--- src/hdl/decimal_argument_validator_assert.svh ---
// Assertion macros for the decimal argument validator.
// Each check is sampled on the rising edge of clk and is off while rst_n is low.
`ifndef DECIMAL_ARGUMENT_VALIDATOR_ASSERT_SVH
`define DECIMAL_ARGUMENT_VALIDATOR_ASSERT_SVH
`ifndef SYNTH
`define DAV_ASSERT(label, prop, msg) \
  label: assert property (@(posedge clk) disable iff (!rst_n) prop) else $error(msg);
`define DAV_NEVER(label, cond, msg) \
  label: assert property (@(posedge clk) disable iff (!rst_n) !(cond)) else $error(msg);
`else
`define DAV_ASSERT(label, prop, msg)
`define DAV_NEVER(label, cond, msg)
`endif
`endif

--- src/hdl/dav_pkg.sv ---
`timescale 1ns / 1ps

package dav_pkg;

  localparam int unsigned CHAR_W  = 8;
  localparam int unsigned LIMIT_W = 31;
  localparam int unsigned ACC_W   = LIMIT_W + 1;

  localparam logic [LIMIT_W-1:0] UPPER_LIMIT_RESET = 31'h7FFF_FFFF;

  localparam logic [CHAR_W-1:0] CHAR_NUL   = 8'h00;
  localparam logic [CHAR_W-1:0] CHAR_TAB   = 8'h09;
  localparam logic [CHAR_W-1:0] CHAR_CR    = 8'h0D;
  localparam logic [CHAR_W-1:0] CHAR_SPACE = 8'h20;
  localparam logic [CHAR_W-1:0] CHAR_PLUS  = 8'h2B;
  localparam logic [CHAR_W-1:0] CHAR_MINUS = 8'h2D;
  localparam logic [CHAR_W-1:0] CHAR_ZERO  = 8'h30;
  localparam logic [CHAR_W-1:0] CHAR_NINE  = 8'h39;

  localparam int unsigned RADIX = 10;

  typedef enum logic [1:0] {
    ST_OK     = 2'd0,
    ST_NAN    = 2'd1,
    ST_ABOVE  = 2'd2,
    ST_NOTPOS = 2'd3
  } status_t;

endpackage

--- src/hdl/decimal_argument_validator.sv ---
`timescale 1ns / 1ps
//
// Channel  Dir  Handshake            Payload
// -------  ---  -------------------  ------------------------------------
// in       in   in_valid / in_ready  in_char_code[7:0]
// out      out  out_valid/out_ready  out_value[30:0], out_status[1:0]
// cfg      in   cfg_we               cfg_wdata[30:0] (upper_limit)
//
// One character request per cycle unless a terminator waits on a stalled result:
// a character lands in the input register, then the parse step (x10 via
// shift-add, add, saturate compare) updates the parser state from it. A
// terminator also loads the result register once that register is free.
// Reset (rst_n low, synchronous) clears the parser, both valid flags and sets
// upper_limit to its maximum. A stalled result only holds back a terminator;
// while one waits in the input register, no new character is taken.
//

`include "decimal_argument_validator_assert.svh"

module decimal_argument_validator (
  input  logic                             clk,
  input  logic                             rst_n,
  input  logic                             in_valid,
  output logic                             in_ready,
  input  logic [dav_pkg::CHAR_W-1:0]       in_char_code,
  output logic                             out_valid,
  input  logic                             out_ready,
  output logic [dav_pkg::LIMIT_W-1:0]      out_value,
  output dav_pkg::status_t                 out_status,
  input  logic                             cfg_we,
  input  logic [dav_pkg::LIMIT_W-1:0]      cfg_wdata
);

  import dav_pkg::*;

  typedef enum logic [1:0] {
    PH_SPACE  = 2'd0,
    PH_SIGN   = 2'd1,
    PH_DIGITS = 2'd2,
    PH_BAD    = 2'd3
  } phase_t;

  localparam int unsigned PROD_W = ACC_W + 4;  // holds acc*10 + 9 for acc <= 2^31

  // registers
  logic [LIMIT_W-1:0] upper_limit_r, upper_limit_nxt;
  logic               char_valid_r, char_valid_nxt;
  logic [CHAR_W-1:0]  char_r, char_nxt;
  phase_t             phase_r, phase_nxt;
  logic               negative_r, negative_nxt;
  logic [ACC_W-1:0]   acc_r, acc_nxt;
  logic               out_valid_r, out_valid_nxt;
  logic [LIMIT_W-1:0] out_value_r, out_value_nxt;
  status_t            out_status_r, out_status_nxt;

  // datapath
  logic               in_fire;
  logic               out_free;
  logic               is_term;
  logic               proc;
  logic               is_digit;
  logic               is_space;
  logic               is_sign;
  logic [3:0]         digit_full;
  logic [PROD_W-1:0]  acc_ext;
  logic [PROD_W-1:0]  prod;
  logic [PROD_W-1:0]  cap_ext;
  logic [ACC_W-1:0]   cap;
  logic [ACC_W-1:0]   acc_digit;

  assign in_fire  = in_valid && in_ready;
  assign out_free = !out_valid_r || out_ready;
  assign is_term  = (char_r == CHAR_NUL);
  // a terminator waits for the result register; anything else goes through
  assign proc     = char_valid_r && (!is_term || out_free);
  assign in_ready = !char_valid_r || proc;

  assign is_digit   = (char_r >= CHAR_ZERO) && (char_r <= CHAR_NINE);
  assign is_space   = (char_r == CHAR_SPACE) || ((char_r >= CHAR_TAB) && (char_r <= CHAR_CR));
  assign is_sign    = (char_r == CHAR_PLUS) || (char_r == CHAR_MINUS);
  assign digit_full = char_r[3:0];  // '0' is 0x30, so the low nibble is the digit

  // acc*10 as (acc<<3)+(acc<<1), then saturate at upper_limit+1
  assign acc_ext = {{(PROD_W-ACC_W){1'b0}}, acc_r};
  assign prod    = (acc_ext << 3) + (acc_ext << 1)
                 + {{(PROD_W-4){1'b0}}, digit_full};
  assign cap     = {1'b0, upper_limit_r} + {{(ACC_W-1){1'b0}}, 1'b1};
  assign cap_ext = {{(PROD_W-ACC_W){1'b0}}, cap};
  assign acc_digit = (prod > cap_ext) ? cap : prod[ACC_W-1:0];

  always_comb begin
    upper_limit_nxt = cfg_we ? cfg_wdata : upper_limit_r;

    char_nxt       = in_fire ? in_char_code : char_r;
    char_valid_nxt = in_fire ? 1'b1 : (proc ? 1'b0 : char_valid_r);

    phase_nxt    = phase_r;
    negative_nxt = negative_r;
    acc_nxt      = acc_r;

    out_valid_nxt  = out_ready ? 1'b0 : out_valid_r;
    out_value_nxt  = out_value_r;
    out_status_nxt = out_status_r;

    if (proc) begin
      if (is_term) begin
        out_valid_nxt = 1'b1;
        out_value_nxt = '0;
        if (phase_r != PH_DIGITS) begin
          out_status_nxt = ST_NAN;
        end else if (negative_r || (acc_r == '0)) begin
          out_status_nxt = ST_NOTPOS;            // zero, "-0" and any negative
        end else if (acc_r > {1'b0, upper_limit_r}) begin
          out_status_nxt = ST_ABOVE;
        end else begin
          out_status_nxt = ST_OK;
          out_value_nxt  = acc_r[LIMIT_W-1:0];
        end
        phase_nxt    = PH_SPACE;
        negative_nxt = 1'b0;
        acc_nxt      = '0;
      end else begin
        unique case (phase_r)
          PH_SPACE: begin
            if (is_space) begin
              phase_nxt = PH_SPACE;
            end else if (is_sign) begin
              negative_nxt = (char_r == CHAR_MINUS);
              phase_nxt    = PH_SIGN;
            end else if (is_digit) begin
              acc_nxt   = acc_digit;
              phase_nxt = PH_DIGITS;
            end else begin
              phase_nxt = PH_BAD;
            end
          end
          PH_SIGN, PH_DIGITS: begin
            if (is_digit) begin
              acc_nxt   = acc_digit;
              phase_nxt = PH_DIGITS;
            end else begin
              phase_nxt = PH_BAD;
            end
          end
          default: begin
            phase_nxt = PH_BAD;                  // malformed sticks until the terminator
          end
        endcase
      end
    end
  end

  always_ff @(posedge clk) begin
    if (!rst_n) begin
      upper_limit_r <= UPPER_LIMIT_RESET;
      char_valid_r  <= 1'b0;
      phase_r       <= PH_SPACE;
      negative_r    <= 1'b0;
      acc_r         <= '0;
      out_valid_r   <= 1'b0;
    end else begin
      upper_limit_r <= upper_limit_nxt;
      char_valid_r  <= char_valid_nxt;
      phase_r       <= phase_nxt;
      negative_r    <= negative_nxt;
      acc_r         <= acc_nxt;
      out_valid_r   <= out_valid_nxt;
    end
    char_r       <= char_nxt;
    out_value_r  <= out_value_nxt;
    out_status_r <= out_status_nxt;
  end

  assign out_valid  = out_valid_r;
  assign out_value  = out_value_r;
  assign out_status = out_status_r;

  // checks
  `DAV_ASSERT(a_space_clean, (phase_r == PH_SPACE) |-> ((acc_r == '0) && !negative_r),
              "whitespace phase with stale accumulator or sign")
  `DAV_ASSERT(a_sign_clean, (phase_r == PH_SIGN) |-> (acc_r == '0),
              "sign phase with nonzero accumulator")
  `DAV_ASSERT(a_ok_nonzero, (out_valid_r && (out_status_r == ST_OK)) |-> (out_value_r != '0),
              "ok result with zero value")
  `DAV_ASSERT(a_err_zero, (out_valid_r && (out_status_r != ST_OK)) |-> (out_value_r == '0),
              "error result with nonzero value")
  `DAV_NEVER(a_status_known, out_valid_r && $isunknown(out_status_r),
             "result offered with unknown status")

endmodule
--- config.mk ---
export PLATFORM = sky130hd
export DESIGN_NAME = decimal_argument_validator
export DESIGN_NICKNAME = d
export VERILOG_FILES = /design/src/hdl/dav_pkg.sv /design/src/hdl/decimal_argument_validator.sv
export VERILOG_INCLUDE_DIRS = /design/src /design/src/hdl
export SDC_FILE = /design/constraint.sdc
export NUM_CORES = 1
export LEC_CHECK = 0
export CORE_AREA = 2 2 142 144
export DETAILED_ROUTE_END_ITERATION = 16
export DIE_AREA = 0 0 144 146
export DONT_BUFFER_PORTS = 1
export GPL_TIMING_DRIVEN = 1
export HOLD_SLACK_MARGIN = 0.05
export PLACE_DENSITY_LB_ADDON = 0.15
export SLEW_MARGIN = 20
export SYNTH_ARGS = -nofsm -noshare
export SYNTH_HDL_FRONTEND = slang
export SYNTH_SLANG_ARGS = --single-unit
--- constraint.sdc ---
create_clock -name clk -period 6.65 [get_ports clk]
set_input_delay 0 -clock clk [delete_from_list [all_inputs] [get_ports clk]]
set_output_delay 0 -clock clk [all_outputs]
set_load 0.005 [all_outputs]
# Word level (Yosys, flattened, before mapping)
# Index checks and enable logic that the tools add are counted.
[op_classes]
n_addsub = 3
order_cmp = 6
n_eq_ne = 9
muxes = 22
reduce_logical = 26
[ops]
columns = ["cell", "n"]
rows = [
  ["$mux 32", 5],
  ["$pmux 32 s2", 1],
  ["$add 35x33->36", 1],
  ["$add 36x4->36", 1],
  ["$gt 36x32->1", 1],
  ["$add 31x1->32 const B", 1],
  ["$gt 32x31->1", 1],
  ["$logic_not 32->1", 1],
  ["$eq 8x6->1 const B", 3],
  ["$mux 1", 10],
  ["$mux 2", 5],
  ["$ge 8x4->1 const B", 1],
  ["$ge 8x6->1 const B", 1],
  ["$le 8x4->1 const B", 1],
  ["$le 8x6->1 const B", 1],
  ["$logic_not 8->1", 1],
  ["$reduce_and 4->1", 2],
  ["$logic_or 1x1->1", 6],
  ["$ne 3x3->1 const B", 2],
  ["$reduce_bool 2->1", 3],
  ["$logic_and 1x1->1", 4],
  ["$ne 2x2->1 const B", 2],
  ["$pmux 2 s2", 1],
  ["$reduce_or 2->1", 2],
  ["7 further kinds", 9],
]
[totals]
reg_bits = 109
input_bits = 44
output_inout_bits = 35
wordCells = 76

# Logic depth before layout (Yosys ltp)
# Gate-level depths: netlist of the first run.
[logic_depth]
ltp_word = 9
ltp_mapped = 22
depth_no_buf = 21

# Worst setup path before layout of the first run
# Ideal clock, no wire load.
[synth_timing]
kind = "register to register"
startpoint = "register char_r[3]"
endpoint = "register acc_r[29]"
setup_time_ps = 120
arrival_time_ps = 5077
required_ps = 6530
setup_slack_ps = 1453
path_stages_with_launch = 22
n_path_buf = 1
period_less_slack_ps = 5197
path_cell_list = "edfxtp_1 -> fa_1 -> ha_1 -> a21o_1 -> and4_1 -> o2111ai_1 -> and2_1 -> o21ai_0 -> a31oi_1 -> xor2_1 -> inv_1 -> ha_1 -> a21o_1 -> a221o_1 -> a211oi_1 -> o211ai_1 -> o21ai_0 -> o2111ai_1 -> a211oi_4 -> buf_6 -> nor4b_1 -> a211o_1"
[synth_via]
elab_chain_len = 8
elab_cells_between_ends = 27
classes_between = "add/sub (1); order compare (5); eq/ne (5); mux (6); reduce/logical (10)"
[synth_rtl]
columns = ["item", "line_no", "rtl"]
rows = [
  ["from (decl)", "decimal_argument_validator.sv:48", "logic [CHAR_W-1:0] char_r, char_nxt;"],
  ["from (signal assigned)", "decimal_argument_validator.sv:169", "char_r <= char_nxt;"],
  ["$add 36x4->36", "decimal_argument_validator.sv:86", "+ {{(PROD_W-4){1'b0}}, digit_full};"],
  ["$gt 36x32->1", "decimal_argument_validator.sv:89", "assign acc_digit = (prod > cap_ext) ? cap : prod[ACC_W-1:0];"],
  ["$mux 32", "decimal_argument_validator.sv:89", ""],
  ["$mux 32", "decimal_argument_validator.sv:130, decimal_argument_validator.sv:138", ""],
  ["$mux 32", "decimal_argument_validator.sv:127", "end else if (is_sign) begin"],
  ["$mux 32", "decimal_argument_validator.sv:125", "if (is_space) begin"],
  ["$pmux 32 s2", "decimal_argument_validator.sv:123", "unique case (phase_r)"],
  ["$mux 32", "decimal_argument_validator.sv:106", "if (is_term) begin"],
  ["to (signal assigned)", "decimal_argument_validator.sv:166", "acc_r <= acc_nxt;"],
  ["to (decl)", "decimal_argument_validator.sv:51", "logic [ACC_W-1:0] acc_r, acc_nxt;"],
]
# Parallel ways exist; a longest one is shown, timed or not. The select of a mux whose other input is x is not followed.
# A chain may end at the register's enable or synchronous reset.

# Worst setup path after layout of the first run
[layout_timing]
startpoint = "register char_r[3]"
endpoint = "register acc_r[2]"
# Same word-level chain as after synthesis.

==> results of run 1 <==
[worst max path at each step]
stage / from / end / slack, ps / cells after the start
after floorplan: char_r[3] / acc_r[29] / 1450 / 21
after global placement: char_r[3] / acc_r[2] / 780 / 21
after detailed placement: char_r[3] / acc_r[2] / 590 / 21
after CTS: char_r[3] / acc_r[2] / 570 / 21
after global routing: char_r[3] / acc_r[2] / 40 / 21
final: char_r[3] / acc_r[2] / 520 / 21
[power by group through the flow]
stage          sequential (mW)  clock [mW]  combinational (mW)
4_1_cts                  0.724       0.574               0.217
2_1_floorplan            0.735           0               0.126
3_5_place_dp             0.739           0               0.157
5_1_grt                  0.728       0.596               0.246
3_3_place_gp             0.739           0               0.156
6_report                 0.724       0.557               0.222
[kinds of logic (layout without fill, tap and decap cells)]
group	count (synthesis)	in the layout	share of synthesized area
adders and majority gates	132	132	0.1932
xor gates and xnor gates	57	57	0.05786
muxes	28	28	0.03277
AOI/OAI and AO/OA	240	240	0.1908
buffers and inverters	109	193	0.05003
and+or+nand+nor	298	298	0.1749
DFF	109	109	0.3005
[stage by stage]
step                      area [um2]  worst slack, ps  utilization  std cells
after global routing           10170            43.07       0.5259       1322
after detailed placement        8846            594.1       0.4575       1207
after floorplan                 8628             1453            -        973
after CTS                      10170            569.7       0.5259       1322
final                          10170            520.5       0.5259       1322
after global placement          8845            776.2       0.4575       1207
[layer usage]
layer	up-vias	wire (um)
met1	3476	12370
met3	16	1455
met5	-	0
li1	3748	-
met4	0	273
met2	191	11010
[cell usage after synthesis (all sizes together), types with 2 or more instances]
cell type,number,area [um2]
clkbuf,32,120.1
a21oi,60,300.3
xor2,10,87.58
nor2,41,153.9
ha,130,1627
fa,2,40.04
o2111ai,4,35.03
dfxtp,68,1361
nand3b,2,15.01
nand3,25,125.1
mux2,2,22.52
a211o,2,17.52
o2bb2ai,4,35.03
inv,72,270.3
o21a,6,45.04
a32oi,2,17.52
and4,6,52.55
o31ai,2,15.01
a22o,23,201.4
or2,6,37.54
buf,4,37.53
nor2b,5,31.28
nor4b,2,17.52
nor4,15,93.84
a21o,16,120.1
nand2b,4,25.02
o21ai,39,195.2
a311oi,3,26.28
a31oi,6,37.54
nor3,19,95.09
or3,3,18.77
xnor2,47,411.6
nand2,94,352.8
and3,9,61.31
mux2i,26,260.3
o211ai,40,300.3
a31o,2,17.52
nand4,27,168.9
edfxtp,41,1231
o31a,3,26.28
a211oi,12,115.1
or4,2,18.77
and2,36,225.2
o21bai,5,37.54
[final cells by class]
type,instances,share of cell area
clock buffer,9,0.02215
clock inverter,7,0.007630
inverter,73,0.02695
multi-input combinational,755,0.5518
sequential,109,0.2550
tap,265,0.03261
timing repair buffer,104,0.1039
[timing repair]
item,4_1_cts,5_1_grt
hold endpoints to repair,60,0
setup endpoints to repair,0,0
setup buffers,0,0
hold buffers,99,0
[registers in the layout, indices dropped and copies added, names as in the netlist]
name,cells
upper_limit_r,31
char_r,8
out_status,2
char_valid_r,1
phase_r,2
out_value,31
acc_r,32
negative_r,1
out_valid,1
[critical path, stage by stage, from the launching register on]
cell and delay (ps):
edfxtp_1 520, fa_1 570, ha_1 300, a21o_1 120, and4_1 260, o2111ai_1 180, and2_1 220, o21ai_0 590
a31oi_1 190, xor2_1 230, inv_1 70, ha_1 310, a21o_1 180, a221o_1 350, a211oi_1 370, o211ai_1 130
o21ai_0 210, o2111ai_1 200, a211oi_4 220, buf_4 340, mux2_2 370, o2bb2ai_1 110
==> run_results.csv, run 1 <==
group,metric,value,unit
outcome,result_of_the_run,"finished clean",
clocking,tritoncts,"built",
drt,remaining_drc_errors,0,
clocking,clkLatencyLatePin,360,ps
power_and_ir_drop,p_total,1.504,mW
hold_path,min_to,"upper_limit_r[19]",
clocking,cts_sinks,109,
worst_setup_path,reg2regPathDepth,21,
drt,routed-via-count,7431,
worst_setup_path,crit_type,"reg2reg",
global_route,grt.overflow.total,0,
worst_setup_path,r2r_end,"acc_r[2]",
place,place_congestion,0.9221,
floorplan,design.portCount,79,
finish,design.final.nets,1228,
clocking,cts_max_path_buffers,2,
place,io_buffer_count,0,
drt,detail_route.vias_per_cell,5.621,
global_route,grtUsageMet3,0.05397,
place,hpwl_after_dpl,18.30,mm
finish,proportion_of_layout_cells_with_a_drive_suffix_above_1,0.03595,
global_route,antenna_found_initial,0,
yosys,synthCells,973,
drt,detail_route.wirelength,25.11,mm
power_and_ir_drop,p_leak,4.872,nW
finish,layout_common_cells,"130 x ha_1, 97 x dlygate4sd3_1, 94 x nand2_1",
power_and_ir_drop,power.share.clock,0.370,
finish,nFillCells,1813,
yosys,syn_avg_cell_area,8.868,um2
yosys,ys_seq_area_frac,0.3005,
clocking,h-tree-depth,3,
clocking,cts-resized-gates,0,
yosys,synth.ff_latch_count,109,
global_route,globalRoute.busiestLayer,"met2",
power_and_ir_drop,power.sequential.fraction,0.482,
drt,route.detailed.wl_per_inst,18.99,um
clocking,cts.root.buffer_cell,"clkbuf_16",
floorplan,die_area,21020,um2
finish,multiInputGateArea,5610,um2
finish,area_growth_syn_to_layout,17.84,%
yosys,synth_enable_flop_cells,41,
power_and_ir_drop,cellPowerDensity,147.9,nW/um2
sta,max_clock_freq,0.1631,GHz
sta,finalHoldWorstSlack,81.09,ps
drt,drt.antenna.violating_nets,0,
sta,hold_viol_final,0,
power_and_ir_drop,p_sw,0.4232,mW
drt,drt_iter0_drc,463,
yosys,synth_fp_nets,1149,
power_and_ir_drop,power_switching_share,0.2814,
global_route,first_global_vias,7297,
global_route,first_pass_grt_wire_length,39.92,mm
floorplan,die-width,144,um
floorplan,std_cell_rows,51,
global_route,globalRouteTotalUtil,0.2447,
worst_setup_path,cp_data_arrival_time,6430,ps
hold_path,holdCritPathClass,"in2reg",
floorplan,core_area,19330,um2
worst_setup_path,cp.required,6950,ps
yosys,proportion_of_register_bits_with_asynchronous_set_or_reset_after_synthesis,0,
sta,setup_total_negative_slack,0,ps
floorplan,initial_core_utilization,0.4463,
sta,rsz0062_at_grt,"no",
clocking,cts_inserted_buffers,9,
clocking,clock_transition_at_the_register_clock_pins_on_the_worst_setup_and_hold_paths_after_cts,80,ps
sta,setup_violations,0,
worst_setup_path,cp_max_fo,22,
drt,first_pass_iters,5,
hold_path,timing.hold.worst_path_depth,2,
worst_setup_path,worstReg2RegStart,"char_r[3]",
hold_path,holdCritStartpoint,"cfg_we",
yosys,post_synthesis_cell_area,8628,um2
global_route,grt.met2_usage,0.3838,
global_route,largest_net_degree_at_the_start_of_global_routing,61,
sta,relative_slew_slack,0.3394,
yosys,yosysWarningCount,0,
yosys,yosysUniqueCellTypes,64,
yosys,dominantRegCellSynth,"dfxtp_1",
sta,finalCritPeriodShare,0.9217,
job,max-cap-violations,0,
floorplan,die_h,146,um
sta,timing.clock.skew,12.51,ps
sta,tightestPinTransition,990.9,ps
global_route,gr-usage-met1,0.3465,
finish,register_area,2592,um2
power_and_ir_drop,ir_drop,0.1025,mV
power_and_ir_drop,power_report.internal_total,1.081,mW
worst_setup_path,crit_path_end_kind,"register",
power_and_ir_drop,comb_power_share,0.148,
finish,commonest_non_fill_non_tap_cell_in_the_layout,"ha_1",
worst_setup_path,rrSetupSlack,520,ps
finish,antenna-diode-count,0,
sta,timing.final.crit_period,6130,ps
sta,slew_viol_final,0,
worst_setup_path,cp-start-kind,"register",
No activity file was read; power rests on OpenSTA's default activity.
==> run 2: changes to the inputs <==
Clock period 6.65 ns to 7.5 ns, I/O delays scaled along.
==> run_results.csv, run 2 (synthesis gave the netlist of run 1 again) <==
group,metric,value,unit
drt,route.detailed.wl_per_inst,18.80,um
power_and_ir_drop,cellPowerDensity,130.7,nW/um2
drt,routed-via-count,7468,
drt,dr.max_layer_used,"met4",
sta,finalHoldWorstSlack,264.5,ps
drt,route.met3.wl,1.348,mm
worst_setup_path,crit_type,"reg2reg",
clocking,cts_max_path_buffers,2,
global_route,globalRouteTotalUtil,0.2444,
sta,timing.final.crit_period,6128,ps
worst_setup_path,crit_path_end_kind,"register",
finish,max_reg_flops,32,
clocking,cts-hold-fix-buffers,101,
sta,hold_viol_final,0,
clocking,clock_transition_at_the_register_clock_pins_on_the_worst_setup_and_hold_paths_after_cts,80,ps
place,place_congestion,0.9227,
floorplan,die_area,21020,um2
place,hpwl_after_dpl,18.32,mm
drt,remaining_drc_errors,0,
power_and_ir_drop,p_leak,4.876,nW
worst_setup_path,series_of_cell_instances_along_the_critical_path,"fa_1 -> ha_1 -> a21o_1 -> and4_1 -> o2111ai_1 -> and2_1 -> o21ai_0 -> a31oi_1 -> xor2_1 -> inv_1 -> ha_1 -> a21o_1 -> a221o_1 -> a211oi_1 -> o211ai_1 -> o21ai_0 -> o2111ai_1 -> a211oi_4 -> buf_4 -> mux2_2 -> o2bb2ai_1",
drt,drt.antenna.violating_nets,0,
floorplan,die-width,144,um
job,max-cap-violations,0,
clocking,cts-resized-gates,0,
finish,area_growth_syn_to_layout,18.01,%
worst_setup_path,cp-start-kind,"register",
finish,layout_common_cells,"130 x ha_1, 99 x dlygate4sd3_1, 94 x nand2_1",
drt,met1Wirelength,12.22,mm
finish,postLayoutCoreUtil,0.5266,
clocking,cts_sinks,109,
global_route,grt.overflow.total,0,
worst_setup_path,critical_path.top_delay_family,"compound AO/OA/AOI/OAI gates",
global_route,first_global_vias,7198,
power_and_ir_drop,p_total,1.330,mW
floorplan,core_area,19330,um2
clocking,cts.root.buffer_cell,"clkbuf_16",
clocking,clkLatencyLatePin,370,ps
floorplan,initial_core_utilization,0.4463,
finish,top_register,"acc_r",
drt,detail_route.wirelength,24.90,mm
clocking,cts_inserted_buffers,9,
sta,rsz0062_at_grt,"no",
finish,commonest_non_fill_non_tap_cell_in_the_layout,"ha_1",
finish,antenna-diode-count,0,
worst_setup_path,cp.required,7800,ps
floorplan,std_cell_rows,51,
sta,setup_total_negative_slack,0,ps
clocking,tritoncts,"built",
hold_path,timing.hold.worst_path_depth,1,
finish,nFillCells,1817,
global_route,first_pass_grt_wire_length,39.84,mm
drt,met2_length,10.95,mm
worst_setup_path,reg2regPathDepth,21,
place,io_buffer_count,0,
sta,max_clock_freq,0.1632,GHz
finish,finished_layout_cell_area,10180,um2
finish,proportion_of_layout_cells_with_a_drive_suffix_above_1,0.03588,
floorplan,die_h,146,um
worst_setup_path,worst-path-buf-inv,2,
finish,register_area,2592,um2
finish,design.final.nets,1230,
clocking,post-cts-setup-buffer-count,0,
outcome,result_of_the_run,"finished clean",
clocking,h-tree-depth,3,
hold_path,holdCritPathClass,"in2reg",
sta,slew_viol_final,0,
place,place_area,8846,um2
global_route,largest_net_degree_at_the_start_of_global_routing,61,
worst_setup_path,rrSetupSlack,1370,ps
drt,detail_route.vias_per_cell,5.640,
drt,first_pass_iters,5,
floorplan,design.portCount,79,
sta,relative_slew_slack,0.3457,
finish,multiInputGateArea,5610,um2
power_and_ir_drop,ir_drop,0.09947,mV
sta,setup_violations,0,
worst_setup_path,cp_max_fo,22,
sta,finalCritPeriodShare,0.8171,
worst_setup_path,cp.depth,21,
sta,timing.clock.skew,8.560,ps
worst_setup_path,cp_data_arrival_time,6430,ps
drt,drt_iter0_drc,482,
worst_setup_path,cp_slowest_cell,"fa_1",
sta,tightestPinTransition,981.5,ps
global_route,antenna_found_initial,0,
worst_setup_path,cpPeakStageDelay,570,ps
==> run 2: changes by cell type in the layout (fill, tap and decap cells not counted) <==
cell           previous run  this run
inv_8                     1         2
dlygate4sd3_1            97        99
clkinv_4                  0         1
inv_6                     3         2
clkinv_8                  2         1
==> run 2: path summary, 6_finish.rpt <==
kind                                 startpoint          to
worst max-delay path                  char_r[3]    acc_r[2]
worst min-delay path            in_char_code[6]   char_r[6]
worst max register to register        char_r[3]    acc_r[2]
worst min register to register       phase_r[0]  phase_r[0]
==> run 2: where the power goes <==
group / total, mW / leakage (nW) / internal (mW) / switching [mW]
registers: 0.642 / 0.973 / 0.627 / 0.0156
logic: 0.197 / 3.76 / 0.0943 / 0.102
clock network: 0.492 / 0.143 / 0.237 / 0.255
==> run 2: per-stage QoR <==
step                instances  worst slack, ps
global placement         1207             1626
detailed placement       1207             1391
finish                   1324             1372
global route             1324            867.8
floorplan                 973             2303
CTS                      1324             1371
==> run 2: per-layer routing <==
| metal | up-vias | track usage |
|---|---|---|
| met3 | 28 | 0.05627 |
| met5 | - | 0 |
| met4 | 0 | 0.05539 |
| li1 | 3751 | - |
| met2 | 177 | 0.3752 |
| met1 | 3512 | 0.3487 |
==> run 2: area by class of cell <==
type,count,area share
Multi-Input combinational cell,755,0.5510
Inverter,73,0.02691
Clock inverter,7,0.007127
Tap cell,265,0.03256
Timing Repair Buffer,106,0.1057
Sequential cell,109,0.2546
Clock buffer,9,0.02212
